File: config.mk
export PLATFORM = sky130hd
export DESIGN_NAME = dns_reply_address_parser_top_flat
export DESIGN_NICKNAME = d
export VERILOG_FILES = /design/src/dnsp_pkg.sv /design/src/dnsp_if.sv /design/src/dns_reply_address_parser_top.sv /design/src/dnsp_parser.sv /design/src/dnsp_result_reg.sv /design/src/flat_wrapper.sv
export VERILOG_INCLUDE_DIRS = /design/src /design/src/src
export SDC_FILE = /design/constraint.sdc
export NUM_CORES = 1
export LEC_CHECK = 0
export BUFFER_PORTS_ARGS = -buffer_cell sky130_fd_sc_hd__clkbuf_2
export CAP_MARGIN = 40
export CORE_UTILIZATION = 25
export CTS_BUF_LIST = sky130_fd_sc_hd__clkbuf_2 sky130_fd_sc_hd__clkbuf_4 sky130_fd_sc_hd__clkbuf_8
export DETAILED_ROUTE_END_ITERATION = 16
export GPL_TIMING_DRIVEN = 0
export PLACE_DENSITY = 0.48
export SLEW_MARGIN = 25
export SYNTH_ARGS = -nofsm -noshare
export SYNTH_HDL_FRONTEND = slang
export SYNTH_SLANG_ARGS = --single-unit
File: constraint.sdc
create_clock -name clk_i -period 9.4 [get_ports clk_i]
set_input_delay 1.41 -clock clk_i [delete_from_list [all_inputs] [get_ports clk_i]]
set_output_delay 1.41 -clock clk_i [all_outputs]
set_load 0.1 [all_outputs]
File: src/dns_reply_address_parser_top_assert.svh
// ----------------------------------------------------------------------------
// DNS reply address parser assertion macros
// Shared property forms for the checks at the end of the top level.
// ----------------------------------------------------------------------------
`ifndef DNS_REPLY_ADDRESS_PARSER_TOP_ASSERT_SVH
`define DNS_REPLY_ADDRESS_PARSER_TOP_ASSERT_SVH

// The consequent must hold in the same cycle as the antecedent.
`define DNSP_ASSERT_IMP(lbl, ante, cons) \
  lbl: assert property (@(posedge clk_i) disable iff (!rst_ni) (ante) |-> (cons)) \
    else $error("dnsp: same-cycle check failed");

// The consequent must hold in the cycle after the antecedent.
`define DNSP_ASSERT_NXT(lbl, ante, cons) \
  lbl: assert property (@(posedge clk_i) disable iff (!rst_ni) (ante) |=> (cons)) \
    else $error("dnsp: next-cycle check failed");

`endif

File: src/dnsp_pkg.sv
// ----------------------------------------------------------------------------
// DNS reply address parser package
// Types and constants shared by the parser modules and interfaces.
// ----------------------------------------------------------------------------
package dnsp_pkg;

  // Record and name constants.
  localparam logic [15:0] TypeA       = 16'd1;
  localparam logic [15:0] TypeAaaa    = 16'd28;
  localparam logic [15:0] ClassIn     = 16'd1;
  localparam logic [7:0]  PointerMark = 8'd192;

  // Address family codes of the configuration register.
  localparam logic [1:0] FamIpv4   = 2'd0;
  localparam logic [1:0] FamIpv6   = 2'd1;
  localparam logic [1:0] FamEither = 2'd2;

  // Address lengths in bytes.
  localparam logic [4:0] LenIpv4 = 5'd4;
  localparam logic [4:0] LenIpv6 = 5'd16;

  // Byte positions inside the fixed fields.
  localparam logic [3:0] HdrQdHi    = 4'd4;
  localparam logic [3:0] HdrQdLo    = 4'd5;
  localparam logic [3:0] HdrAnHi    = 4'd6;
  localparam logic [3:0] HdrAnLo    = 4'd7;
  localparam logic [3:0] HdrLast    = 4'd11;
  localparam logic [3:0] QFixLast   = 4'd3;
  localparam logic [3:0] AFixTypeEnd  = 4'd2;
  localparam logic [3:0] AFixClassEnd = 4'd4;
  localparam logic [3:0] AFixTtlEnd   = 4'd8;
  localparam logic [3:0] AFixLast   = 4'd9;
  localparam logic [3:0] PtrSecond  = 4'd1;

  // Parse phase, one-hot.
  typedef enum logic [7:0] {
    PhHeader = 8'b0000_0001,
    PhQName  = 8'b0000_0010,
    PhQFixed = 8'b0000_0100,
    PhAName  = 8'b0000_1000,
    PhAFixed = 8'b0001_0000,
    PhSkip   = 8'b0010_0000,
    PhAddr   = 8'b0100_0000,
    PhDone   = 8'b1000_0000
  } phase_e;

  // One result word.
  typedef struct packed {
    logic        status;
    logic [4:0]  address_length;
    logic [63:0] address_high;
    logic [63:0] address_low;
    logic [31:0] ttl;
  } result_t;

endpackage

File: src/dnsp_if.sv
// ----------------------------------------------------------------------------
// DNS reply address parser channel interfaces
// Valid/ready channels for message bytes, results and configuration.
// ----------------------------------------------------------------------------

// Message byte channel.
interface dnsp_byte_if;
  logic       valid;
  logic       ready;
  logic [7:0] data_byte;
  logic       last_byte;

  modport source (output valid, output data_byte, output last_byte, input ready);
  modport sink   (input valid, input data_byte, input last_byte, output ready);
endinterface

// Result channel.
interface dnsp_result_if;
  logic        valid;
  logic        ready;
  logic        status;
  logic [4:0]  address_length;
  logic [63:0] address_high;
  logic [63:0] address_low;
  logic [31:0] ttl;

  modport source (output valid, output status, output address_length,
                  output address_high, output address_low, output ttl, input ready);
  modport sink   (input valid, input status, input address_length,
                  input address_high, input address_low, input ttl, output ready);
endinterface

// Configuration write channel.
interface dnsp_cfg_if;
  logic       valid;
  logic       ready;
  logic [1:0] address_family;

  modport source (output valid, output address_family, input ready);
  modport sink   (input valid, input address_family, output ready);
endinterface

File: src/dns_reply_address_parser_top.sv
// ----------------------------------------------------------------------------
// DNS reply address parser top level
// Finds the first wanted A or AAAA answer of a DNS reply, one byte a cycle unless bytes stall.
// ----------------------------------------------------------------------------
//
//   Channel   Dir   Word                                         Accepted
//   byte_i    in    data_byte, last_byte                         valid && ready
//   result_o  out   status, address_length, address_high/low,    valid && ready
//                   ttl
//   cfg_i     in    address_family                               valid && ready
//
// One byte is taken every cycle unless bytes stall; the parse state updates in that cycle.
// The result of a message is registered on its final byte and shows in the next cycle.
// Reset returns the parse to the header and the family register to "either".
// Bytes stall only while a result is held and the result sink is not ready.
// Configuration writes are always accepted.
//
module dns_reply_address_parser_top
  import dnsp_pkg::*;
(
  input  logic          clk_i,
  input  logic          rst_ni,
  dnsp_byte_if.sink     byte_i,
  dnsp_result_if.source result_o,
  dnsp_cfg_if.sink      cfg_i
);

  logic [1:0] family_q;
  logic       take;
  logic       in_ready;
  logic       res_load;
  result_t    res_next;
  result_t    res_held;

  // Address family register.
  assign cfg_i.ready = 1'b1;

  always_ff @(posedge clk_i or negedge rst_ni) begin
    if (!rst_ni) begin
      family_q <= FamEither;
    end else if (cfg_i.valid) begin
      family_q <= cfg_i.address_family;
    end
  end

  // Byte handshake.
  assign byte_i.ready = in_ready;
  assign take         = byte_i.valid && in_ready;

  dnsp_parser u_parser (
    .clk_i       (clk_i),
    .rst_ni      (rst_ni),
    .take_i      (take),
    .data_byte_i (byte_i.data_byte),
    .last_byte_i (byte_i.last_byte),
    .family_i    (family_q),
    .res_load_o  (res_load),
    .res_o       (res_next)
  );

  dnsp_result_reg u_result (
    .clk_i       (clk_i),
    .rst_ni      (rst_ni),
    .load_i      (res_load),
    .res_i       (res_next),
    .out_ready_i (result_o.ready),
    .out_valid_o (result_o.valid),
    .res_o       (res_held),
    .in_ready_o  (in_ready)
  );

  assign result_o.status         = res_held.status;
  assign result_o.address_length = res_held.address_length;
  assign result_o.address_high   = res_held.address_high;
  assign result_o.address_low    = res_held.address_low;
  assign result_o.ttl            = res_held.ttl;

  // Checks.
  `include "dns_reply_address_parser_top_assert.svh"

  `DNSP_ASSERT_NXT(a_last_gives_result, take && byte_i.last_byte, result_o.valid)
  `DNSP_ASSERT_IMP(a_no_take_when_full, result_o.valid && !result_o.ready, !byte_i.ready)
  `DNSP_ASSERT_NXT(a_cfg_written, cfg_i.valid, family_q == $past(cfg_i.address_family))

endmodule

File: src/dnsp_parser.sv
// ----------------------------------------------------------------------------
// DNS reply parse engine
// Walks header, questions and answers one byte per accepted word.
// ----------------------------------------------------------------------------
module dnsp_parser
  import dnsp_pkg::*;
(
  input  logic       clk_i,
  input  logic       rst_ni,
  input  logic       take_i,
  input  logic [7:0] data_byte_i,
  input  logic       last_byte_i,
  input  logic [1:0] family_i,
  output logic       res_load_o,
  output result_t    res_o
);

  phase_e       phase_q, phase_d;
  logic [3:0]   fbc_q, fbc_d;
  logic [15:0]  qd_q, qd_d;
  logic [15:0]  an_q, an_d;
  logic [7:0]   lbl_q, lbl_d;
  logic [15:0]  rtype_q, rtype_d;
  logic [15:0]  rclass_q, rclass_d;
  logic [31:0]  ttl_q, ttl_d;
  logic [15:0]  dlen_q, dlen_d;
  logic [127:0] addr_q, addr_d;
  logic         found_q, found_d;

  logic         name_done;
  logic [3:0]   name_fbc;
  logic [7:0]   name_lbl;
  logic [15:0]  qd_dec;
  logic [15:0]  an_dec;
  logic [15:0]  dlen_new;
  logic         is_a;
  logic         is_aaaa;
  logic         wanted;
  logic         bad_len;
  logic         res_is_a;

  assign qd_dec   = qd_q - 16'd1;
  assign an_dec   = an_q - 16'd1;
  assign dlen_new = {dlen_q[7:0], data_byte_i};

  // Record selection once the fixed answer fields are complete.
  assign is_a    = (rtype_q == TypeA);
  assign is_aaaa = (rtype_q == TypeAaaa);
  assign wanted  = (rclass_q == ClassIn) && (is_a || is_aaaa) &&
                   !(is_a && family_i == FamIpv6) && !(is_aaaa && family_i == FamIpv4);
  assign bad_len = (is_a && dlen_new != 16'd4) || (is_aaaa && dlen_new != 16'd16);

  // One byte of an owner name: labels, root byte or a compression pointer.
  always_comb begin
    name_done = 1'b0;
    name_fbc  = fbc_q;
    name_lbl  = lbl_q;
    if (fbc_q == PtrSecond) begin
      name_fbc  = 4'd0;
      name_done = 1'b1;
    end else if (lbl_q != 8'd0) begin
      name_lbl = lbl_q - 8'd1;
    end else if (data_byte_i == 8'd0) begin
      name_done = 1'b1;
    end else if (data_byte_i >= PointerMark) begin
      name_fbc = PtrSecond;
    end else begin
      name_lbl = data_byte_i;
    end
  end

  // Next state of the parse, result forming and end-of-message clear.
  always_comb begin
    phase_d  = phase_q;
    fbc_d    = fbc_q;
    qd_d     = qd_q;
    an_d     = an_q;
    lbl_d    = lbl_q;
    rtype_d  = rtype_q;
    rclass_d = rclass_q;
    ttl_d    = ttl_q;
    dlen_d   = dlen_q;
    addr_d   = addr_q;
    found_d  = found_q;

    if (take_i) begin
      unique case (phase_q)
        PhHeader: begin
          fbc_d = fbc_q + 4'd1;
          if (fbc_q == HdrQdHi) qd_d = {data_byte_i, 8'h00};
          if (fbc_q == HdrQdLo) qd_d = {qd_q[15:8], data_byte_i};
          if (fbc_q == HdrAnHi) an_d = {data_byte_i, 8'h00};
          if (fbc_q == HdrAnLo) an_d = {an_q[15:8], data_byte_i};
          if (fbc_q == HdrLast) begin
            fbc_d = 4'd0;
            lbl_d = 8'd0;
            if (qd_q != 16'd0) begin
              phase_d = PhQName;
            end else if (an_q == 16'd0) begin
              phase_d = PhDone;
            end else begin
              phase_d = PhAName;
            end
          end
        end
        PhQName, PhAName: begin
          fbc_d = name_fbc;
          lbl_d = name_lbl;
          if (name_done) begin
            fbc_d   = 4'd0;
            phase_d = (phase_q == PhQName) ? PhQFixed : PhAFixed;
          end
        end
        PhQFixed: begin
          fbc_d = fbc_q + 4'd1;
          if (fbc_q == QFixLast) begin
            fbc_d = 4'd0;
            lbl_d = 8'd0;
            qd_d  = qd_dec;
            if (qd_dec != 16'd0) begin
              phase_d = PhQName;
            end else if (an_q == 16'd0) begin
              phase_d = PhDone;
            end else begin
              phase_d = PhAName;
            end
          end
        end
        PhAFixed: begin
          if (fbc_q < AFixTypeEnd) begin
            rtype_d = {rtype_q[7:0], data_byte_i};
          end else if (fbc_q < AFixClassEnd) begin
            rclass_d = {rclass_q[7:0], data_byte_i};
          end else if (fbc_q < AFixTtlEnd) begin
            ttl_d = {ttl_q[23:0], data_byte_i};
          end else begin
            dlen_d = dlen_new;
          end
          fbc_d = fbc_q + 4'd1;
          if (fbc_q == AFixLast) begin
            fbc_d = 4'd0;
            if (!wanted) begin
              if (dlen_new == 16'd0) begin
                an_d  = an_dec;
                lbl_d = 8'd0;
                phase_d = (an_dec == 16'd0) ? PhDone : PhAName;
              end else begin
                phase_d = PhSkip;
              end
            end else if (bad_len) begin
              phase_d = PhDone;
            end else begin
              addr_d  = '0;
              phase_d = PhAddr;
            end
          end
        end
        PhSkip: begin
          dlen_d = dlen_q - 16'd1;
          if (dlen_q == 16'd1) begin
            an_d  = an_dec;
            fbc_d = 4'd0;
            lbl_d = 8'd0;
            phase_d = (an_dec == 16'd0) ? PhDone : PhAName;
          end
        end
        PhAddr: begin
          addr_d = {addr_q[119:0], data_byte_i};
          fbc_d  = fbc_q + 4'd1;
          dlen_d = dlen_q - 16'd1;
          if (dlen_q == 16'd1) begin
            found_d = 1'b1;
            phase_d = PhDone;
          end
        end
        PhDone: begin
          // Decision made: bytes are ignored until the final one.
        end
        default: begin
          phase_d = PhDone;
        end
      endcase
    end

    // Result word from the state after this byte.
    res_is_a = (rtype_d == TypeA);
    res_o    = '0;
    if (found_d) begin
      res_o.status = 1'b0;
      res_o.ttl    = ttl_d;
      if (res_is_a) begin
        res_o.address_length = LenIpv4;
        res_o.address_high   = {addr_d[31:0], 32'd0};
      end else begin
        res_o.address_length = LenIpv6;
        res_o.address_high   = addr_d[127:64];
        res_o.address_low    = addr_d[63:0];
      end
    end else begin
      res_o.status = 1'b1;
    end

    // The final byte returns the parse to the header phase.
    if (take_i && last_byte_i) begin
      phase_d  = PhHeader;
      fbc_d    = 4'd0;
      qd_d     = 16'd0;
      an_d     = 16'd0;
      lbl_d    = 8'd0;
      rtype_d  = 16'd0;
      rclass_d = 16'd0;
      ttl_d    = 32'd0;
      dlen_d   = 16'd0;
      addr_d   = '0;
      found_d  = 1'b0;
    end
  end

  assign res_load_o = take_i && last_byte_i;

  // Parse state registers.
  always_ff @(posedge clk_i or negedge rst_ni) begin
    if (!rst_ni) begin
      phase_q  <= PhHeader;
      fbc_q    <= 4'd0;
      qd_q     <= 16'd0;
      an_q     <= 16'd0;
      lbl_q    <= 8'd0;
      rtype_q  <= 16'd0;
      rclass_q <= 16'd0;
      ttl_q    <= 32'd0;
      dlen_q   <= 16'd0;
      addr_q   <= '0;
      found_q  <= 1'b0;
    end else begin
      phase_q  <= phase_d;
      fbc_q    <= fbc_d;
      qd_q     <= qd_d;
      an_q     <= an_d;
      lbl_q    <= lbl_d;
      rtype_q  <= rtype_d;
      rclass_q <= rclass_d;
      ttl_q    <= ttl_d;
      dlen_q   <= dlen_d;
      addr_q   <= addr_d;
      found_q  <= found_d;
    end
  end

endmodule

File: src/dnsp_result_reg.sv
// ----------------------------------------------------------------------------
// DNS reply result register
// Holds one result word until the sink takes it.
// ----------------------------------------------------------------------------
module dnsp_result_reg
  import dnsp_pkg::*;
(
  input  logic    clk_i,
  input  logic    rst_ni,
  input  logic    load_i,
  input  result_t res_i,
  input  logic    out_ready_i,
  output logic    out_valid_o,
  output result_t res_o,
  output logic    in_ready_o
);

  logic    valid_q, valid_d;
  result_t res_q;

  // Bytes may enter whenever the held word leaves in this cycle or none is held.
  assign in_ready_o = !valid_q || out_ready_i;

  always_comb begin
    valid_d = valid_q;
    if (out_ready_i) valid_d = 1'b0;
    if (load_i)      valid_d = 1'b1;
  end

  // Control bit.
  always_ff @(posedge clk_i or negedge rst_ni) begin
    if (!rst_ni) begin
      valid_q <= 1'b0;
    end else begin
      valid_q <= valid_d;
    end
  end

  // Payload.
  always_ff @(posedge clk_i) begin
    if (load_i) begin
      res_q <= res_i;
    end
  end

  assign out_valid_o = valid_q;
  assign res_o       = res_q;

endmodule

File: src/flat_wrapper.sv
// flat-port wrapper written by rule: the top's interface ports become plain ports
module dns_reply_address_parser_top_flat import dnsp_pkg::*;
  (clk_i, rst_ni, byte_i_valid, byte_i_data_byte, byte_i_last_byte, byte_i_ready, result_o_valid, result_o_status, result_o_address_length, result_o_address_high, result_o_address_low, result_o_ttl, result_o_ready, cfg_i_valid, cfg_i_address_family, cfg_i_ready);
  dnsp_byte_if byte_i_i ();
  dnsp_result_if result_o_i ();
  dnsp_cfg_if cfg_i_i ();
  input  logic clk_i;
  input  logic rst_ni;
  input wire logic [$bits(byte_i_i.valid)-1:0] byte_i_valid;
  input wire logic [$bits(byte_i_i.data_byte)-1:0] byte_i_data_byte;
  input wire logic [$bits(byte_i_i.last_byte)-1:0] byte_i_last_byte;
  output wire logic [$bits(byte_i_i.ready)-1:0] byte_i_ready;
  output wire logic [$bits(result_o_i.valid)-1:0] result_o_valid;
  output wire logic [$bits(result_o_i.status)-1:0] result_o_status;
  output wire logic [$bits(result_o_i.address_length)-1:0] result_o_address_length;
  output wire logic [$bits(result_o_i.address_high)-1:0] result_o_address_high;
  output wire logic [$bits(result_o_i.address_low)-1:0] result_o_address_low;
  output wire logic [$bits(result_o_i.ttl)-1:0] result_o_ttl;
  input wire logic [$bits(result_o_i.ready)-1:0] result_o_ready;
  input wire logic [$bits(cfg_i_i.valid)-1:0] cfg_i_valid;
  input wire logic [$bits(cfg_i_i.address_family)-1:0] cfg_i_address_family;
  output wire logic [$bits(cfg_i_i.ready)-1:0] cfg_i_ready;
  assign byte_i_i.valid = byte_i_valid;
  assign byte_i_i.data_byte = byte_i_data_byte;
  assign byte_i_i.last_byte = byte_i_last_byte;
  assign byte_i_ready = byte_i_i.ready;
  assign result_o_valid = result_o_i.valid;
  assign result_o_status = result_o_i.status;
  assign result_o_address_length = result_o_i.address_length;
  assign result_o_address_high = result_o_i.address_high;
  assign result_o_address_low = result_o_i.address_low;
  assign result_o_ttl = result_o_i.ttl;
  assign result_o_i.ready = result_o_ready;
  assign cfg_i_i.valid = cfg_i_valid;
  assign cfg_i_i.address_family = cfg_i_address_family;
  assign cfg_i_ready = cfg_i_i.ready;
  dns_reply_address_parser_top u_core (.clk_i(clk_i), .rst_ni(rst_ni), .byte_i(byte_i_i), .result_o(result_o_i), .cfg_i(cfg_i_i));
endmodule
==> results of run 1 <==
layer usage:
| metal | vias up | global-route usage, % | routed length, um |
|---|---|---|---|
| li1 | 7656 | - | - |
| met1 | 8177 | 22.33 | 31330 |
| met2 | 458 | 24.28 | 29570 |
| met3 | 89 | 3.098 | 3556 |
| met4 | 2 | 4.043 | 1242 |
| met5 | - | 0 | 13 |
stage by stage:
| step | instances | utilization, % | power (uW) | TNS [ns] |
|---|---|---|---|---|
| floorplan | 1991 | - | 2747 | 0 |
| global placement | 3231 | 28.08 | 2965 | -129.00 |
| detailed placement | 3249 | 28.46 | 2975 | 0 |
| CTS | 3397 | 30.56 | 4913 | 0 |
| global route | 3401 | 30.59 | 5075 | 0 |
| finish | 3401 | 30.59 | 4858 | 0 |
final timing paths:
check,to,slack [ns]
hold reg to reg,u_core.u_parser.rclass_q[15]$_DFFE_PN0P_,0.51
max in group asynchronous,u_core.u_parser.addr_q[23]$_DFF_PN0_,7.77
setup / recovery,u_core.u_result.res_o[125]$_SDFFCE_PP0P_,5.15
min in group asynchronous,u_core.u_parser.ttl_q[4]$_DFF_PN0_,0.79
hold / removal,u_core.u_parser.rclass_q[15]$_DFFE_PN0P_,0.51
setup reg to reg,u_core.u_result.res_o[125]$_SDFFCE_PP0P_,5.45
cell usage after synthesis (all sizes together) (4+ instances only):
library cell	number	share of area (%)
xnor2	5	0.21
a2bb2oi	66	4.7
o21ai	103	2.5
nor4	30	1.1
nand2	285	5.2
nand2b	10	0.31
and3	48	1.5
and2	5	0.15
a22oi	8	0.29
nand3	50	1.2
clkbuf	99	1.8
nor3	41	1.1
nand3b	7	0.26
nand4	13	0.40
ha	10	0.61
nor2	355	6.5
nor3b	8	0.29
o21a	6	0.22
mux2	5	0.28
o211ai	5	0.18
a21oi	87	2.1
inv	17	0.31
a22o	14	0.60
buf	50	1.5
or3	10	0.31
nor4b	10	0.46
mux2i	97	4.8
or4	13	0.50
edfxtp	163	24
dfrtp	262	32
or2	7	0.21
a211o	4	0.17
a31oi	19	0.58
xor2	4	0.17
a21boi	4	0.15
nor2b	6	0.18
o31ai	10	0.37
o2bb2ai	9	0.39
area by class of cell:
cell class	instances	share of cell area, %
diodes	1	0.01016
plain buffers	149	2.747
clock buffers	116	5.946
clock inverters	32	0.9241
inverters	18	0.2742
multi-input cells	1397	33.17
flip-flops and latches	427	46.68
well taps	1060	5.382
repair buffers	201	4.864
report_power, final:
group	total [uW]	switching, uW	internal (uW)
Combinational	850	626	224
Sequential	2100	84.9	2020
Clock	1910	843	1060
Total	4860	1550	3300
cells by family (layout without fill, tap and decap cells):
| family | after synthesis | after routing | share of synthesized area (%) |
|---|---|---|---|
| AO/OA/AOI/OAI | 361 | 361 | 13.48 |
| XOR/XNOR | 9 | 9 | 0.3866 |
| adder cells (fa/ha/maj) | 10 | 10 | 0.6137 |
| buffers and inverters | 167 | 516 | 3.621 |
| flip-flops | 427 | 427 | 56.43 |
| multiplexers | 102 | 102 | 5.039 |
| other | 2 | 5 | 0.03684 |
| AND/OR/NAND/NOR | 911 | 911 | 20.39 |
state kept, by name, indices dropped and copies added (netlist names):
register and flops:
u_core.u_result.res_o 163, u_core.u_parser.addr_q 128, u_core.u_parser.ttl_q 32, u_core.u_parser.an_q 16, u_core.u_parser.dlen_q 16, u_core.u_parser.qd_q 16
u_core.u_parser.rclass_q 16, u_core.u_parser.rtype_q 16, u_core.u_parser.lbl_q 8, u_core.u_parser.phase_q 8, u_core.u_parser.fbc_q 4, u_core.family_q 2
u_core.u_parser.found_q 1, u_core.u_result.out_valid_o 1
==> results by group, run 1 <==
Detailed routing
  • Final Routed Wirelength: 65720 um
  • Drc violations: 0
  • First-pass detailed-route iteration total: 6
  • Routed via count: 16.38k
  • Starting DRC count in detailed routing: 1255
  • Routed Antenna Nets: 0
  • Wire length per cell: 19.32 um
  • Vias per inst: 4.817

Global route
  • Initial antenna violation count: 3
  • Vias in the first global route: 16.42k
  • Largest net degree at the start of global routing: 76
  • First-pass GRT wire length: 100200 um
  • GR Util All Layers: 15.73%
  • GR Overflow Total: 0

Final layout
  • Multi-input logic area: 8173 sq um
  • Layout cells sized above 1: 20.21%
  • Design area: 24640 sq um
  • Number of fill cells: 8357
  • Area Growth Syn to Fin: 20.87%
  • Most frequent cells in the layout: 354 x nor2_1, 285 x nand2_1, 262 x dfrtp_1
  • Layout Nets: 2299
  • Most common cell after layout, fill and taps aside: nor2_1
  • Register Area: 11500 sq um

CTS
  • TritonCTS Buffers: 79
  • CTS Buffer Depth: 3
  • Clock sinks: 427
  • Root Driver: clkbuf_8
  • Worst-Skew Late Latency: 0.67 ns
  • CTS H-tree lvls: 3
  • Clk slew on worst S/H paths: 0.06 ns
  • CTS tree: yes
  • # resized after CTS: 0
  • Hold_buf cts: 0
  • Postcts setup bufs: 0

Worst setup path
  • Data arrival, critical path: 4.62 ns
  • Crit path kind: primary input to flop
  • Startpoint types: primary input
  • Launch point of the worst path: byte_i_data_byte[7]
  • Critical path fanouts, max: 10
  • Crit path buf inv count: 3
  • CP max-delay cell: or4_1
  • Critical path depth: 9
  • Delay-heaviest family, CP: simple AND/OR/NAND/NOR gates
  • CP max stage delay: 0.59 ns
  • FF-to-FF Start: u_core.u_parser.phase_q[5]$_DFFE_PN0P_
  • Worst path cell trace: clkbuf_2, or4_1, or4_1, nor3_1, o21ai_1, nand2b_1, clkbuf_1, clkbuf_1, nor2_1
  • Reg2Reg Depth: 9
  • Worst Setup End Kind: flop
  • Worst endpoint required time: 9.78 ns

Placement
  • DP Area: 22930 sq um
  • Setup WS pre-CTS: 4.428 ns
  • RePlAce Congestion: 0.8574
  • Hpwl dp: 47510 um
  • Count of input and output buffers: 180

STA
  • RSZ-0062 raised after global routing: false
  • Final setup vio count: 0
  • Fin crit period: 4.247 ns
  • Hold Vio Cnt, Final: 0
  • Final Skew: 0.03028 ns
  • PnR worst setup slack: 5.153 ns
  • Slew margin rel.: 41.57%
  • Pins Over Slew Limit: 0
  • Final Hold Slack: 0.5068 ns
  • Fin crit share: 45.18%
  • Maximum clock rate: 235.5 MHz
  • Worst slew pin tran: 0.8765 ns

Logic synthesis
  • EDFF count, synth: 163
  • Flops & latches, synth: 427
  • Seq/Total Area, Yosys: 56.43%
  • Synth unique cells: 79
  • Cell area after synthesis: 20390 sq um
  • Synthesis Warnings: 0
  • Cells after Synth: 1989
  • Post-synth ARST share: 61.83%
  • Commonest register cell after synthesis: dfrtp_1
  • Average cell area after synthesis: 10.25 sq um

Power
  • Static leakage: 0.01035 uW
  • Power Density: 197.2 nW/um^2
  • Maximum vdd drop: 0.07311 mV

Die
  • Die area: 82690 sq um
  • Num rows: 104
  • Initial Utilization: 25.31%
  • Placeable Area: 80550 sq um
  • IO Count: 185
  • Die height: 287.6 um
  • Die width: 287.6 um

Hold path
  • Hold/Removal Path Class: flop to flop
  • Hold Path Depth: 1
  • Hold path startpoint: u_core.u_parser.rclass_q[15]$_DFFE_PN0P_

Outcome
  • Outcome: finished clean

Run
  • Max-cap viol count: 0
Power figures use the tool's default switching activity.
==> run 2: changes to the inputs <==
--- a/config.mk
+++ b/config.mk
@@ -12,7 +12,7 @@
 export CTS_BUF_LIST = sky130_fd_sc_hd__clkbuf_2 sky130_fd_sc_hd__clkbuf_4 sky130_fd_sc_hd__clkbuf_8
 export DETAILED_ROUTE_END_ITERATION = 16
 export GPL_TIMING_DRIVEN = 0
-export PLACE_DENSITY = 0.48
+export PLACE_DENSITY = 0.5
 export SLEW_MARGIN = 25
 export SYNTH_ARGS = -nofsm -noshare
 export SYNTH_HDL_FRONTEND = slang
==> constraint.sdc (replaced) <==
create_clock -name clk_i -period 3.9 [get_ports clk_i]
set_input_delay 0.585 -clock clk_i [delete_from_list [all_inputs] [get_ports clk_i]]
set_output_delay 0.585 -clock clk_i [all_outputs]
set_load 0.1 [all_outputs]
==> run 2 against run 1 <==
Sequential power is 140% higher. Setup slack lost 4.9 ns. Critical path depth is the same. Critical path type is now flop to flop. Highest routed layer unchanged.
==> results by group, run 2 (synthesis results as in run 1) <==
Run
  • Max-cap viol count: 0

CTS
  • Clk slew on worst S/H paths: 0.06 ns
  • CTS H-tree lvls: 3
  • CTS tree: yes
  • Worst-Skew Late Latency: 0.66 ns
  • TritonCTS Buffers: 79
  • CTS Buffer Depth: 3
  • Clock sinks: 427
  • Root Driver: clkbuf_8
  • Postcts setup bufs: 0

Global route
  • Initial antenna violation count: 3
  • First-pass GRT wire length: 99530 um
  • Vias in the first global route: 16.24k
  • GR Util All Layers: 15.64%
  • Largest net degree at the start of global routing: 173
  • GR Overflow Total: 0

Die
  • IO Count: 185
  • Die height: 287.6 um
  • Placeable Area: 80550 sq um
  • Die area: 82690 sq um
  • Initial Utilization: 25.31%
  • Die width: 287.6 um
  • Num rows: 104

Worst setup path
  • Data arrival, critical path: 4.01 ns
  • Reg2Reg Setup Slack: 0.26 ns
  • Startpoint types: flop
  • Crit path buf inv count: 3
  • CP max stage delay: 0.49 ns
  • Worst endpoint required time: 4.27 ns
  • Crit path kind: flop to flop
  • CP max-delay cell: nor4_2
  • Worst Setup End Kind: flop
  • Worst path cell trace: clkbuf_1, nor4_2, nand3_1, nor3_1, o21ai_1, nand2b_1, clkbuf_2, clkbuf_1, nor2_1
  • Delay-heaviest family, CP: simple AND/OR/NAND/NOR gates
  • Most frequent CP cell: clkbuf_1
  • Critical path fanouts, max: 10

STA
  • Hold Vio Cnt, Final: 0
  • Final setup vio count: 0
  • Maximum clock rate: 274.7 MHz
  • RSZ-0062 raised after global routing: false
  • Worst slew pin tran: 0.8365 ns
  • Slew margin rel.: 43.81%
  • Pins Over Slew Limit: 0
  • PnR worst setup slack: 0.2598 ns
  • Final Skew: 0.02110 ns
  • Fin crit share: 93.34%
  • Fin crit period: 3.640 ns

Final layout
  • Area Growth Syn to Fin: 20.77%
  • Post-Route Utilization: 30.57%
  • Max reg flops: 163
  • Layout cells sized above 1: 20.29%
  • Most frequent cells in the layout: 354 x nor2_1, 285 x nand2_1, 262 x dfrtp_1
  • Most common cell after layout, fill and taps aside: nor2_1
  • Number of fill cells: 8306
  • Non-filler cells, final: 3398
  • Layout Nets: 2300

Power
  • Power Density: 472.2 nW/um^2
  • Maximum vdd drop: 0.2109 mV
  • Static leakage: 0.01035 uW

Placement
  • DP Cell Count: 3247
  • Count of input and output buffers: 180
  • Hpwl dp: 46880 um
  • Setup WS pre-CTS: -0.2138 ns
  • RePlAce Congestion: 0.8528

Detailed routing
  • Wire length per cell: 19.19 um
  • Vias per inst: 4.845
  • Drc violations: 0
  • Routed Antenna Nets: 0
  • Starting DRC count in detailed routing: 1303
  • Routed via count: 16.46k
  • Final Routed Wirelength: 65210 um
  • First-pass detailed-route iteration total: 5

Hold path
  • Hold/Removal Path Class: primary input to flop

Outcome
  • Outcome: finished clean
## run 2: cell count changes in the layout (fill, tap and decap cells not counted), moves of 3 or more
cell,delta
clkbuf_4,+7
clkinv_1,-3
clkbuf_8,-5
buf_6,+4
## run 2: worst paths after layout
| kind | startpoint | end | cells past startpoint |
|---|---|---|---|
| setup / recovery | u_core.u_parser.phase_q[5]$_DFFE_PN0P_ | u_core.u_result.res_o[108]$_SDFFCE_PP0P_ | 9 |
| hold / removal | cfg_i_address_family[0] | u_core.family_q[0]$_DFFE_PN0P_ | 2 |
| setup reg to reg | u_core.u_parser.phase_q[5]$_DFFE_PN0P_ | u_core.u_result.res_o[108]$_SDFFCE_PP0P_ | 9 |
| hold reg to reg | u_core.u_parser.lbl_q[1]$_DFFE_PN0P_ | u_core.u_parser.lbl_q[1]$_DFFE_PN0P_ | 2 |
| max in group asynchronous | rst_ni | u_core.u_parser.addr_q[32]$_DFF_PN0_ | 4 |
| min in group asynchronous | rst_ni | u_core.u_parser.ttl_q[12]$_DFF_PN0_ | 2 |
## run 2: worst reg2reg max path: stages (launching register included)
cell,delay (ns)
dfrtp_1,0.35
clkbuf_1,0.20
nor4_2,0.49
nand3_1,0.45
nor3_1,0.43
o21ai_1,0.27
nand2b_1,0.25
clkbuf_2,0.30
clkbuf_1,0.43
nor2_1,0.19
## run 2: power by group
part | internal [uW] | switching, uW
clock network | 2520 | 1990
logic | 543 | 1510
registers | 4860 | 204
total | 7930 | 3700
## run 2: metal layers
metal  GRT usage, %  up-vias  part of all wire, %
li1               -     7649                    -
met1          22.32     8196                   47
met2          23.93      520                   45
met3          3.090       96                  6.0
met4          4.189        2                  2.0
met5              0        -                0.020
## run 2: area by class of cell
type,instances,area [sq um],share of cell area [%]
diodes,2,5.005,0.02033
inverters,18,67.56,0.2744
well taps,1060,1326,5.387
multi-input cells,1397,8188,33.26
repair buffers,203,1209,4.909
plain buffers,148,690.7,2.805
clock buffers,119,1456,5.915
flip-flops and latches,427,11500,46.72
clock inverters,24,175.2,0.7115
## run 2: repair_timing
action	CTS	global route
hold buffers	1	0
gates resized for setup	1	4
endpoints found under the setup margin	102	107
pin swaps	0	0
gates cloned	0	0
endpoints found under the hold margin	12	0
## run 2: metrics by stage
stage | power (uW) | hold WS (ns) | setup TNS, ns | cell area, sq um
floorplan | 6607 | 0.2894 | 0 | 20400
global placement | 7119 | 0.4905 | -1013.64 | 22630
detailed placement | 7163 | 0.4604 | -7.728 | 22890
CTS | 11750 | 0.1091 | 0 | 24540
global route | 12170 | 0.1323 | 0 | 24620
finish | 11630 | 0.1678 | 0 | 24620
